<file path="src/rtl/lbs_pkg.sv">
`default_nettype none

package lbs_pkg;

    localparam int TIME_W  = 40;
    localparam int FIELD_W = 16;
    localparam int CFG_IDX_W = 1;
    localparam int CFG_DATA_W = 16;

    // service-time register is one bit wider so 1 << fraction bits fits at
    // fraction settings up to 16
    localparam int TPU_W  = FIELD_W + 1;
    localparam int PROD_W = FIELD_W + TPU_W;

    localparam logic CMD_ARRIVE = 1'b0;
    localparam logic CMD_FLUSH  = 1'b1;

    localparam logic [CFG_IDX_W-1:0] REG_MAX_LENGTH    = 1'd0;
    localparam logic [CFG_IDX_W-1:0] REG_TIME_PER_UNIT = 1'd1;

    typedef struct packed {
        logic               cmd;
        logic [TIME_W-1:0]  arrival_time;
        logic [FIELD_W-1:0] packet_id;
        logic [FIELD_W-1:0] packet_length;
    } in_item_t;

    typedef struct packed {
        logic [TIME_W-1:0]  depart_time;
        logic [FIELD_W-1:0] out_id;
        logic [FIELD_W-1:0] out_length;
        logic               last;
    } out_item_t;

    typedef struct packed {
        logic [FIELD_W-1:0] id;
        logic [FIELD_W-1:0] len;
    } entry_t;

    typedef struct packed {
        logic push;
        logic pop;
    } queue_ctrl_t;

    typedef struct packed {
        logic empty;
        logic one;
        logic full;
    } queue_stat_t;

    typedef enum logic [2:0] {
        ST_IDLE,
        ST_CHECK,
        ST_POP,
        ST_FETCH,
        ST_MUL,
        ST_ADD,
        ST_EMIT,
        ST_ENQ
    } state_t;

endpackage

`default_nettype wire

</file>
<file path="src/rtl/lbs_queue.sv">
`default_nettype none

// Circular packet queue; head entry is read through a registered port.
module lbs_queue #(
    parameter int QUEUE_DEPTH = 16
) (
    input  wire logic                 aclk,
    input  wire logic                 aresetn,
    input  wire lbs_pkg::queue_ctrl_t ctrl,
    input  wire lbs_pkg::entry_t      wr_entry,
    output lbs_pkg::entry_t           rd_entry,
    output lbs_pkg::queue_stat_t      stat
);

    localparam int IDX_W = (QUEUE_DEPTH > 1) ? $clog2(QUEUE_DEPTH) : 1;
    localparam int CNT_W = $clog2(QUEUE_DEPTH + 1);
    localparam logic [IDX_W-1:0] LAST_IDX = IDX_W'(QUEUE_DEPTH - 1);
    localparam logic [CNT_W-1:0] FULL_CNT = CNT_W'(QUEUE_DEPTH);

    lbs_pkg::entry_t mem [QUEUE_DEPTH];

    logic [IDX_W-1:0] head_reg, head_next;
    logic [IDX_W-1:0] tail_reg, tail_next;
    logic [CNT_W-1:0] count_reg, count_next;
    lbs_pkg::entry_t  rd_entry_reg;

    always_comb begin
        head_next  = head_reg;
        tail_next  = tail_reg;
        count_next = count_reg;
        if (ctrl.pop) begin
            head_next  = (head_reg == LAST_IDX) ? '0 : head_reg + 1'b1;
            count_next = count_next - 1'b1;
        end
        if (ctrl.push) begin
            tail_next  = (tail_reg == LAST_IDX) ? '0 : tail_reg + 1'b1;
            count_next = count_next + 1'b1;
        end
    end

    always_ff @(posedge aclk) begin
        if (!aresetn) begin
            head_reg  <= '0;
            tail_reg  <= '0;
            count_reg <= '0;
        end else begin
            head_reg  <= head_next;
            tail_reg  <= tail_next;
            count_reg <= count_next;
        end
    end

    always_ff @(posedge aclk) begin
        if (ctrl.push) begin
            mem[tail_reg] <= wr_entry;
        end
        rd_entry_reg <= mem[head_reg];
    end

    assign rd_entry   = rd_entry_reg;
    assign stat.empty = (count_reg == '0);
    assign stat.one   = (count_reg == CNT_W'(1));
    assign stat.full  = (count_reg == FULL_CNT);

endmodule

`default_nettype wire

</file>
<file path="src/rtl/leaky_bucket_packet_shaper_top.sv">
// Leaky-bucket packet shaper.
// Input channel s_valid/s_ready/s_data carries one item: an arrival (cmd 0)
// with time, id and length, or a flush (cmd 1). Result channel
// m_valid/m_ready/m_data carries one item per departing packet, oldest
// first, stamped with its departure time; last marks the final departure
// caused by an input item. An item that releases nothing gives no result.
// Configuration: cfg_wr_en/cfg_index/cfg_wdata writes max_length (index 0)
// or time_per_unit (index 1); write only while the block is idle.
// Timing: one item at a time, s_ready is high only when the sequencer idles.
// An item with no release is accepted and checked, then ends when dropped
// or an empty flush, is enqueued when only queued, and when the clock
// restarts passes through multiply and add on the shared 16x17 multiplier
// and 41-bit saturating adder before its enqueue. Each release steps
// through at most pop, head read from the queue's registered port,
// multiply, add/compare, and output register load; a flush's final release
// is only pop and load. A stalled receiver holds the output register and
// the sequencer waits in its emit step; nothing is lost.
// Reset (aresetn low, synchronous) empties the queue, zeroes the clock,
// sets max_length to 65535 and time_per_unit to 1.0; no clearing pass.
`default_nettype none

module leaky_bucket_packet_shaper_top #(
    parameter int QUEUE_DEPTH        = 16,
    parameter int TIME_FRACTION_BITS = 8
) (
    input  wire logic                               aclk,
    input  wire logic                               aresetn,
    input  wire logic                               s_valid,
    output logic                                    s_ready,
    input  wire lbs_pkg::in_item_t                  s_data,
    output logic                                    m_valid,
    input  wire logic                               m_ready,
    output lbs_pkg::out_item_t                      m_data,
    input  wire logic                               cfg_wr_en,
    input  wire logic [lbs_pkg::CFG_IDX_W-1:0]      cfg_index,
    input  wire logic [lbs_pkg::CFG_DATA_W-1:0]     cfg_wdata
);

    localparam int TIME_W  = lbs_pkg::TIME_W;
    localparam int FIELD_W = lbs_pkg::FIELD_W;
    localparam int TPU_W   = lbs_pkg::TPU_W;
    localparam int PROD_W  = lbs_pkg::PROD_W;
    localparam logic [TPU_W-1:0] TPU_RESET = TPU_W'(1) << TIME_FRACTION_BITS;

    lbs_pkg::state_t      state_reg, state_next;
    lbs_pkg::in_item_t    item_reg;
    lbs_pkg::entry_t      ent_reg;
    lbs_pkg::entry_t      head_entry;
    lbs_pkg::entry_t      wr_entry;
    lbs_pkg::queue_ctrl_t q_ctrl;
    lbs_pkg::queue_stat_t q_stat;
    lbs_pkg::out_item_t   m_data_reg;

    logic [TIME_W-1:0]  ct_reg;      // next completion time
    logic [TIME_W-1:0]  dep_reg;     // departure stamp of the popped packet
    logic [PROD_W-1:0]  prod_reg;
    logic               arr_op_reg;  // multiply/add uses the arriving packet
    logic               last_reg;
    logic               pend_reg;    // a popped packet still waits to go out
    logic               m_valid_reg;
    logic [FIELD_W-1:0] max_len_reg;
    logic [TPU_W-1:0]   tpu_reg;

    logic               is_flush;
    logic               too_long;
    logic               ct_late;
    logic               out_free;
    logic               out_load;
    logic [FIELD_W-1:0] mul_a;
    logic [TIME_W-1:0]  add_a;
    logic [TIME_W:0]    sum;
    logic [TIME_W-1:0]  sum_sat;

    lbs_queue #(
        .QUEUE_DEPTH(QUEUE_DEPTH)
    ) u_queue (
        .aclk    (aclk),
        .aresetn (aresetn),
        .ctrl    (q_ctrl),
        .wr_entry(wr_entry),
        .rd_entry(head_entry),
        .stat    (q_stat)
    );

    assign is_flush = (item_reg.cmd == lbs_pkg::CMD_FLUSH);
    assign too_long = (item_reg.packet_length > max_len_reg);
    assign ct_late  = (ct_reg > item_reg.arrival_time);
    assign out_free = !m_valid_reg || m_ready;

    // shared multiplier and saturating adder
    assign mul_a   = arr_op_reg ? item_reg.packet_length : head_entry.len;
    assign add_a   = arr_op_reg ? item_reg.arrival_time : ct_reg;
    assign sum     = {1'b0, add_a} + (TIME_W + 1)'(prod_reg);
    assign sum_sat = sum[TIME_W] ? {TIME_W{1'b1}} : sum[TIME_W-1:0];

    assign wr_entry.id  = item_reg.packet_id;
    assign wr_entry.len = item_reg.packet_length;

    // next state
    always_comb begin
        state_next = state_reg;
        unique case (state_reg)
            lbs_pkg::ST_IDLE: begin
                if (s_valid) begin
                    state_next = lbs_pkg::ST_CHECK;
                end
            end
            lbs_pkg::ST_CHECK: begin
                if (is_flush) begin
                    state_next = q_stat.empty ? lbs_pkg::ST_IDLE : lbs_pkg::ST_POP;
                end else if (too_long) begin
                    state_next = lbs_pkg::ST_IDLE;
                end else if (ct_late) begin
                    state_next = lbs_pkg::ST_ENQ;
                end else if (q_stat.empty) begin
                    state_next = lbs_pkg::ST_MUL;
                end else begin
                    state_next = lbs_pkg::ST_POP;
                end
            end
            lbs_pkg::ST_POP: begin
                if (!q_stat.one) begin
                    state_next = lbs_pkg::ST_FETCH;
                end else if (is_flush) begin
                    state_next = lbs_pkg::ST_EMIT;
                end else begin
                    state_next = lbs_pkg::ST_MUL;
                end
            end
            lbs_pkg::ST_FETCH: begin
                state_next = lbs_pkg::ST_MUL;
            end
            lbs_pkg::ST_MUL: begin
                state_next = lbs_pkg::ST_ADD;
            end
            lbs_pkg::ST_ADD: begin
                if (arr_op_reg && !pend_reg) begin
                    state_next = lbs_pkg::ST_ENQ;
                end else begin
                    state_next = lbs_pkg::ST_EMIT;
                end
            end
            lbs_pkg::ST_EMIT: begin
                if (out_free) begin
                    if (!last_reg) begin
                        state_next = lbs_pkg::ST_POP;
                    end else if (is_flush) begin
                        state_next = lbs_pkg::ST_IDLE;
                    end else begin
                        state_next = lbs_pkg::ST_ENQ;
                    end
                end
            end
            lbs_pkg::ST_ENQ: begin
                state_next = lbs_pkg::ST_IDLE;
            end
            default: begin
                state_next = lbs_pkg::ST_IDLE;
            end
        endcase
    end

    // state outputs
    always_comb begin
        s_ready     = (state_reg == lbs_pkg::ST_IDLE);
        q_ctrl.pop  = (state_reg == lbs_pkg::ST_POP);
        q_ctrl.push = (state_reg == lbs_pkg::ST_ENQ) && !q_stat.full;
        out_load    = (state_reg == lbs_pkg::ST_EMIT) && out_free;
    end

    always_ff @(posedge aclk) begin
        if (!aresetn) begin
            state_reg   <= lbs_pkg::ST_IDLE;
            ct_reg      <= '0;
            arr_op_reg  <= 1'b0;
            last_reg    <= 1'b0;
            pend_reg    <= 1'b0;
            m_valid_reg <= 1'b0;
            max_len_reg <= {FIELD_W{1'b1}};
            tpu_reg     <= TPU_RESET;
        end else begin
            state_reg <= state_next;

            if (cfg_wr_en) begin
                if (cfg_index == lbs_pkg::REG_MAX_LENGTH) begin
                    max_len_reg <= cfg_wdata;
                end else if (cfg_index == lbs_pkg::REG_TIME_PER_UNIT) begin
                    tpu_reg <= TPU_W'(cfg_wdata);
                end
            end

            unique case (state_reg)
                lbs_pkg::ST_CHECK: begin
                    arr_op_reg <= 1'b1;
                    pend_reg   <= 1'b0;
                end
                lbs_pkg::ST_POP: begin
                    pend_reg   <= 1'b1;
                    arr_op_reg <= q_stat.one;
                    last_reg   <= q_stat.one;
                end
                lbs_pkg::ST_ADD: begin
                    ct_reg <= sum_sat;
                    if (!arr_op_reg) begin
                        last_reg <= !is_flush && (sum_sat > item_reg.arrival_time);
                    end
                end
                default: begin
                end
            endcase

            if (out_load) begin
                m_valid_reg <= 1'b1;
            end else if (m_ready) begin
                m_valid_reg <= 1'b0;
            end
        end
    end

    // payload registers
    always_ff @(posedge aclk) begin
        if (s_valid && s_ready) begin
            item_reg <= s_data;
        end
        if (q_ctrl.pop) begin
            dep_reg <= ct_reg;
            ent_reg <= head_entry;
        end
        if (state_reg == lbs_pkg::ST_MUL) begin
            prod_reg <= PROD_W'(mul_a) * PROD_W'(tpu_reg);
        end
        if (out_load) begin
            m_data_reg.depart_time <= dep_reg;
            m_data_reg.out_id      <= ent_reg.id;
            m_data_reg.out_length  <= ent_reg.len;
            m_data_reg.last        <= last_reg;
        end
    end

    assign m_valid = m_valid_reg;
    assign m_data  = m_data_reg;

endmodule

`default_nettype wire

</file>
<file path="config.mk">
export PLATFORM = sky130hd
export DESIGN_NAME = leaky_bucket_packet_shaper_top
export DESIGN_NICKNAME = d
export VERILOG_FILES = /design/src/rtl/lbs_pkg.sv /design/src/rtl/lbs_queue.sv /design/src/rtl/leaky_bucket_packet_shaper_top.sv
export SDC_FILE = /design/constraint.sdc
export NUM_CORES = 2
export LEC_CHECK = 0
export ABC_AREA = 1
export BUFFER_PORTS_ARGS = -buffer_cell sky130_fd_sc_hd__buf_4
export CORE_ASPECT_RATIO = 0.7
export CORE_MARGIN = 2
export CORE_UTILIZATION = 35
export DETAILED_ROUTE_END_ITERATION = 10
export PLACE_DENSITY_LB_ADDON = 0.25
export SLEW_MARGIN = 20
export SYNTH_ARGS = -nofsm -noshare
export SYNTH_HDL_FRONTEND = slang
export SYNTH_SLANG_ARGS = --single-unit
</file>
<file path="constraint.sdc">
create_clock -name aclk -period 15.4 [get_ports aclk]
set_input_delay 2.31 -clock aclk [delete_from_list [all_inputs] [get_ports aclk]]
set_output_delay 2.31 -clock aclk [all_outputs]
set_load 0.005 [all_outputs]
</file>
# Yosys cells after proc, flatten, opt, wreduce, memory -nomap -nowiden
# Memories as Yosys holds them, arrays and structs flattened. A register that Yosys moved wholly into a read port is not among the register bits.
# Index checks and enable logic that the tools add are counted.
# word_totals
reg_bits	343
mem_bits_rw	512
in_bits	95
output_inout_bits	75
word_cells	95
memories	1
# op_classes
addsub	5
mul	1
n_lt_le_gt_ge	3
eq_ne	14
muxes	28
bitwise_logic	1
n_reduce_logical	19
# memory_table
memory	depth	width	read_ports	rd_ports_with_merged_regs	write_ports	line_no	text
u_queue.mem	16	32	1	1	1	lbs_queue.sv:20	lbs_pkg::entry_t mem [QUEUE_DEPTH];
# ops
op	n
$gt 40x40->1	2
$mux 40	2
$add 40x33->41	1
$mul 16x16->32	1
$mux 3	9
$pmux 3 s8	1
$gt 16x16->1	1
$mux 16	1
$eq 3x3->1 const B	4
$mux 5	2
$add 4x1->4 const B	2
$eq 4x4->1 const B	2
$mux 4	2
$reduce_and 2->1	4
$eq 3x2->1 const B	2
$mux 1	6
$ne 2x2->1 const B	3
$pmux 1 s2	3
$reduce_bool 2->1	3
$add 5x1->5 const B	1
$eq 5x1->1 const B	1
$eq 5x5->1 const B	1
$logic_and 1x1->1	5
$logic_not 5->1	1
other kinds (7)	11

# Depth between registers and ports, before layout
# logic_depth
ltp_word	7
depth_mapped	34
mapped_depth_nobuf	30

# Cells and area by module
# A second synthesis with hierarchy kept.
# hier_totals
hier_cells	4954
hier_area_um2	47759.6
# by_module_without_submodules
module	n_inst	cells_each	area_each_um2	seq_area_each_um2
leaky_bucket_packet_shaper_top	1	2823	24927.7	9088.7
lbs_queue	1	2131	22831.9	16275.6

# Worst setup path after synthesis
# OpenSTA, ideal clock, no wires.
# synth_path
kind	in2reg
start	input s_valid
end	register item_reg, in the netlist is_flush (enable)
setup_time_ps	594
arrival_time_ps	7293
required_ps	14806
setup_slack_ps	7514
cell_stages	2
n_path_buf	0
path_cell_list	inv_1 nor3_1
# synth_via
elab_chain_len	1
# synth_lines
item	line_no	text
start: declaration	leaky_bucket_packet_shaper_top.sv:28	input wire logic s_valid,
$logic_and 1x1->1	leaky_bucket_packet_shaper_top.sv:222	if (s_valid && s_ready) begin
end signal: assignment	leaky_bucket_packet_shaper_top.sv:223	item_reg <= s_data;
end: declaration	leaky_bucket_packet_shaper_top.sv:46	lbs_pkg::in_item_t item_reg;
# Every way passes these cells.
# A chain may end at the register's enable or synchronous reset.

# Worst setup path after layout
# layout_path
start	register arr_op_reg
end	register prod_reg[27], data pin
# layout_via
elab_chain_len	2
# layout_lines
item	line_no	text
start: declaration	leaky_bucket_packet_shaper_top.sv:57	logic arr_op_reg;
start signal: assignment	leaky_bucket_packet_shaper_top.sv:199	arr_op_reg <= q_stat.one;
$mux 16	leaky_bucket_packet_shaper_top.sv:91	assign mul_a = arr_op_reg ? item_reg.packet_length : head_entry.len;
$mul 16x16->32	leaky_bucket_packet_shaper_top.sv:230	prod_reg <= PROD_W'(mul_a) * PROD_W'(tpu_reg);
end signal: assignment	leaky_bucket_packet_shaper_top.sv:230	
end: declaration	leaky_bucket_packet_shaper_top.sv:56	logic [PROD_W-1:0] prod_reg;
# Every way passes these cells.

==> flow_summary.ini <==
[logic_synthesis]
synth_area_leaders = edfxtp_1, fa_1, ha_1
netlist_instances = 4305
synth_edf_count = 762
async_reset_ff_share_pct = 0
ys_ff_latch = 886
synth_top_area_share_pct = 49.6
yosys_most_used_dff = edfxtp_1
syn_nets = 4835
muxShareOfSynthArea_pct = 1.24
synthAdderAreaFrac_pct = 15.0
synth_top_family_by_area = adder cells
yosysUniqueCellTypes = 49
yosys_warnings = 0
synth_xor_area_share_pct = 0.912
synth.largest_area_cell = edfxtp_1
netlist_area_um2 = 46100
syn_area_per_cell_um2 = 10.7
synthSimpleGateAreaFrac_pct = 13.6
synth_seq_area_share_pct = 55.0
synth_compound_area_share_pct = 8.28

[grt]
grt_overflow_total = 0
grt_first_pass_wirelength_um = 198000
grt_pass1_vias = 30431
grt_max_degree = 111
grtUsageTotal_pct = 19.6
antenna_found_initial = 2

[final_layout]
fin_cells = 6274
fin_area_um2 = 52300
drive_gt1_share_pct = 9.35
num-nets-final = 4980
largest_register_ffs = 512
syn2layout_area_growth_pct = 13.4
antennaDiodeCount = 0

[hold_path]
hold_end = ent_reg[20]
min_delay_path_depth = 0
hp-class = flop to flop
hold_start = u_queue.rd_entry[20]

[clocking]
cts_buffers = 87
numClockSinks = 886
hold_buffers = 0
root_buffer = clkbuf_16
clock_path_buffers = 3
post_cts_buffers = 0
cts_resized = 0
path_clk_slew_ns = 0.07
htree_levels = 3
cts_tree = done
clock_latency_ns = 0.69

[route]
first_pass_iters = 6
drt-vias-per-instance = 5.02
drc_errors = 0
antenna_left = 0
dr.first_iter.drc_count = 3183
vias = 31473
wl_um = 133000
wl_per_cell_um = 21.2

[worst_setup_path]
required_ns = 15.85
crit_path_start_kind = flop
critPathKind = flop to flop
reg2reg_to = prod_reg[27]
critPathMaxFanout = 39
r2r_setup_slack_ns = 8.24
arrival_ns = 7.61
reg2reg_from = arr_op_reg
cp-end-kind = flop
r2r_cells = 25

[sta]
final_max_slew_viol_count = 0
max_freq_mhz = 140
worst_pin_slew_ns = 1.03
skew_ns = 0.0237
hold_viol_final = 0
finalSetupTns_ns = 0
rsz0062_at_grt = false
setup_violations = 0
finalCriticalPeriod_ns = 7.16
fin_crit_sh_pct = 46.5
maxSlewHeadroom_pct = 31.1

[power_and_ir_drop]
max-vdd-ir-drop_mv = 0.127
p_leak_nw = 20.9
p_per_area_nw_per_um2 = 156

[floorplanning]
die_height_um = 308
fp.dieW_um = 438
coreArea_um2 = 131000
design.die.area_um2 = 135000
io_pins = 170
rows = 111
initial_core_util_pct = 35.2

[placed_design]
hpwl_um = 91000
globalplace.congestion = 0.933
place_area_um2 = 49400
dp.cells = 6111
port_buffers = 169

[outcome]
status = finished clean

[run]
cap_violations = 0
-- power breakdown --
| group | leakage, nW | internal [mW] | total, mW | switching (mW) |
|---|---|---|---|---|
| registers | 7.95 | 2.82 | 2.93 | 0.117 |
| logic | 11.6 | 1.06 | 3.10 | 2.04 |
| clock network | 1.36 | 1.22 | 2.15 | 0.926 |
-- worst max-delay path by stage --
stage / startpoint / end / slack (ns) / cells after the start
finish: arr_op_reg / prod_reg[27] / 8.24 / 25
global route: arr_op_reg / prod_reg[30] / 7.76 / 21
CTS: arr_op_reg / prod_reg[27] / 8.30 / 26
detailed placement: arr_op_reg / prod_reg[27] / 8.31 / 26
global placement: arr_op_reg / prod_reg[27] / 8.36 / 25
floorplan: s_valid / is_flush / 7.51 / 2
-- per-stage QoR --
stage	util, %	worst slack, ns	hold slack, ns	total power [mW]
floorplan	-	7.51	0.386	5.06
global placement	37.8	8.36	0.389	6.04
detailed placement	37.8	8.31	0.393	6.03
CTS	39.9	8.30	0.407	8.22
global route	40.0	7.76	0.412	8.77
finish	40.0	8.24	0.405	8.18
-- final cells by class --
type                    count  area, µm²
multi-input cells        2701      18100
repair buffers            216       1640
well taps                1751       2190
inverters                 558       2100
flip-flops and latches    886      25400
fillers                 12750      78600
clock inverters            35        435
clock buffers             127       2400
-- kinds of logic (layout without fill, tap and decap cells) --
logic type	after synthesis	count (layout)
multiplexers	57	57
XOR/XNOR	48	48
AO/OA/AOI/OAI	630	630
flip-flops	886	886
buffers and inverters	718	936
AND/OR/NAND/NOR	1531	1531
adder cells (fa/ha/maj)	435	435
-- critical path, stage by stage, from the launching register on --
cell and delay (ns):
dfxtp_4 0.48, inv_2 0.33, or2_2 0.40, nand2_1 0.34, clkinv_1 0.45, nand2_1 0.20, fa_1 0.45, fa_1 0.50
inv_1 0.06, fa_1 0.52, fa_1 0.44, fa_1 0.60, inv_1 0.08, fa_1 0.56, inv_1 0.05, ha_1 0.36
nand2_1 0.09, nand2_1 0.06, o21bai_1 0.17, a21oi_1 0.19, nand3_1 0.17, a21o_1 0.22, nand2_1 0.08, nand2_1 0.05
nand2_1 0.05, nand2_1 0.04
-- routing by layer --
| layer | part of all wire [%] | up-vias | wire, µm | global-route usage (%) |
|---|---|---|---|---|
| met4 | 1.9 | 4 | 2570 | 4.44 |
| met2 | 41 | 966 | 54600 | 27.9 |
| met3 | 7.5 | 143 | 9950 | 4.14 |
| met1 | 50 | 15472 | 66000 | 30.3 |
| met5 | 0.023 | - | 30 | 0 |
| li1 | - | 14888 | - | - |
-- cells in the mapped netlist (all sizes together) (71+ instances only) --
library cell,count
inv,550
dfxtp,124
fa,195
a21oi,170
clkbuf,121
o21ai,270
nor2,574
ha,240
nand3,144
o32ai,71
nand2,716
edfxtp,762
-- layout by cell type, fill, tap and decap left out, types with 8 or more instances in the layout --
cell type,netlist,layout
o21ai_1,14,17
nand2_1,709,709
edfxtp_1,762,762
clkbuf_1,121,35
buf_4,2,214
nand3_1,132,132
or2_2,28,28
o211ai_1,26,26
dfxtp_1,124,120
nor2_4,1,19
o32ai_1,71,71
mux2i_1,57,57
o221ai_1,57,57
nand4_1,32,32
xnor2_1,17,17
xor2_1,31,31
a21o_1,9,9
o21ai_0,249,246
nor3_1,24,23
a21oi_1,170,170
fa_1,195,195
inv_1,547,544
clkinv_1,8,19
o21bai_1,9,9
ha_1,240,240
nand3_2,12,12
o21a_1,8,8
nor2_1,572,552
clkbuf_16,0,89
bufinv_16,0,8
Power figures use the tool's default switching activity.
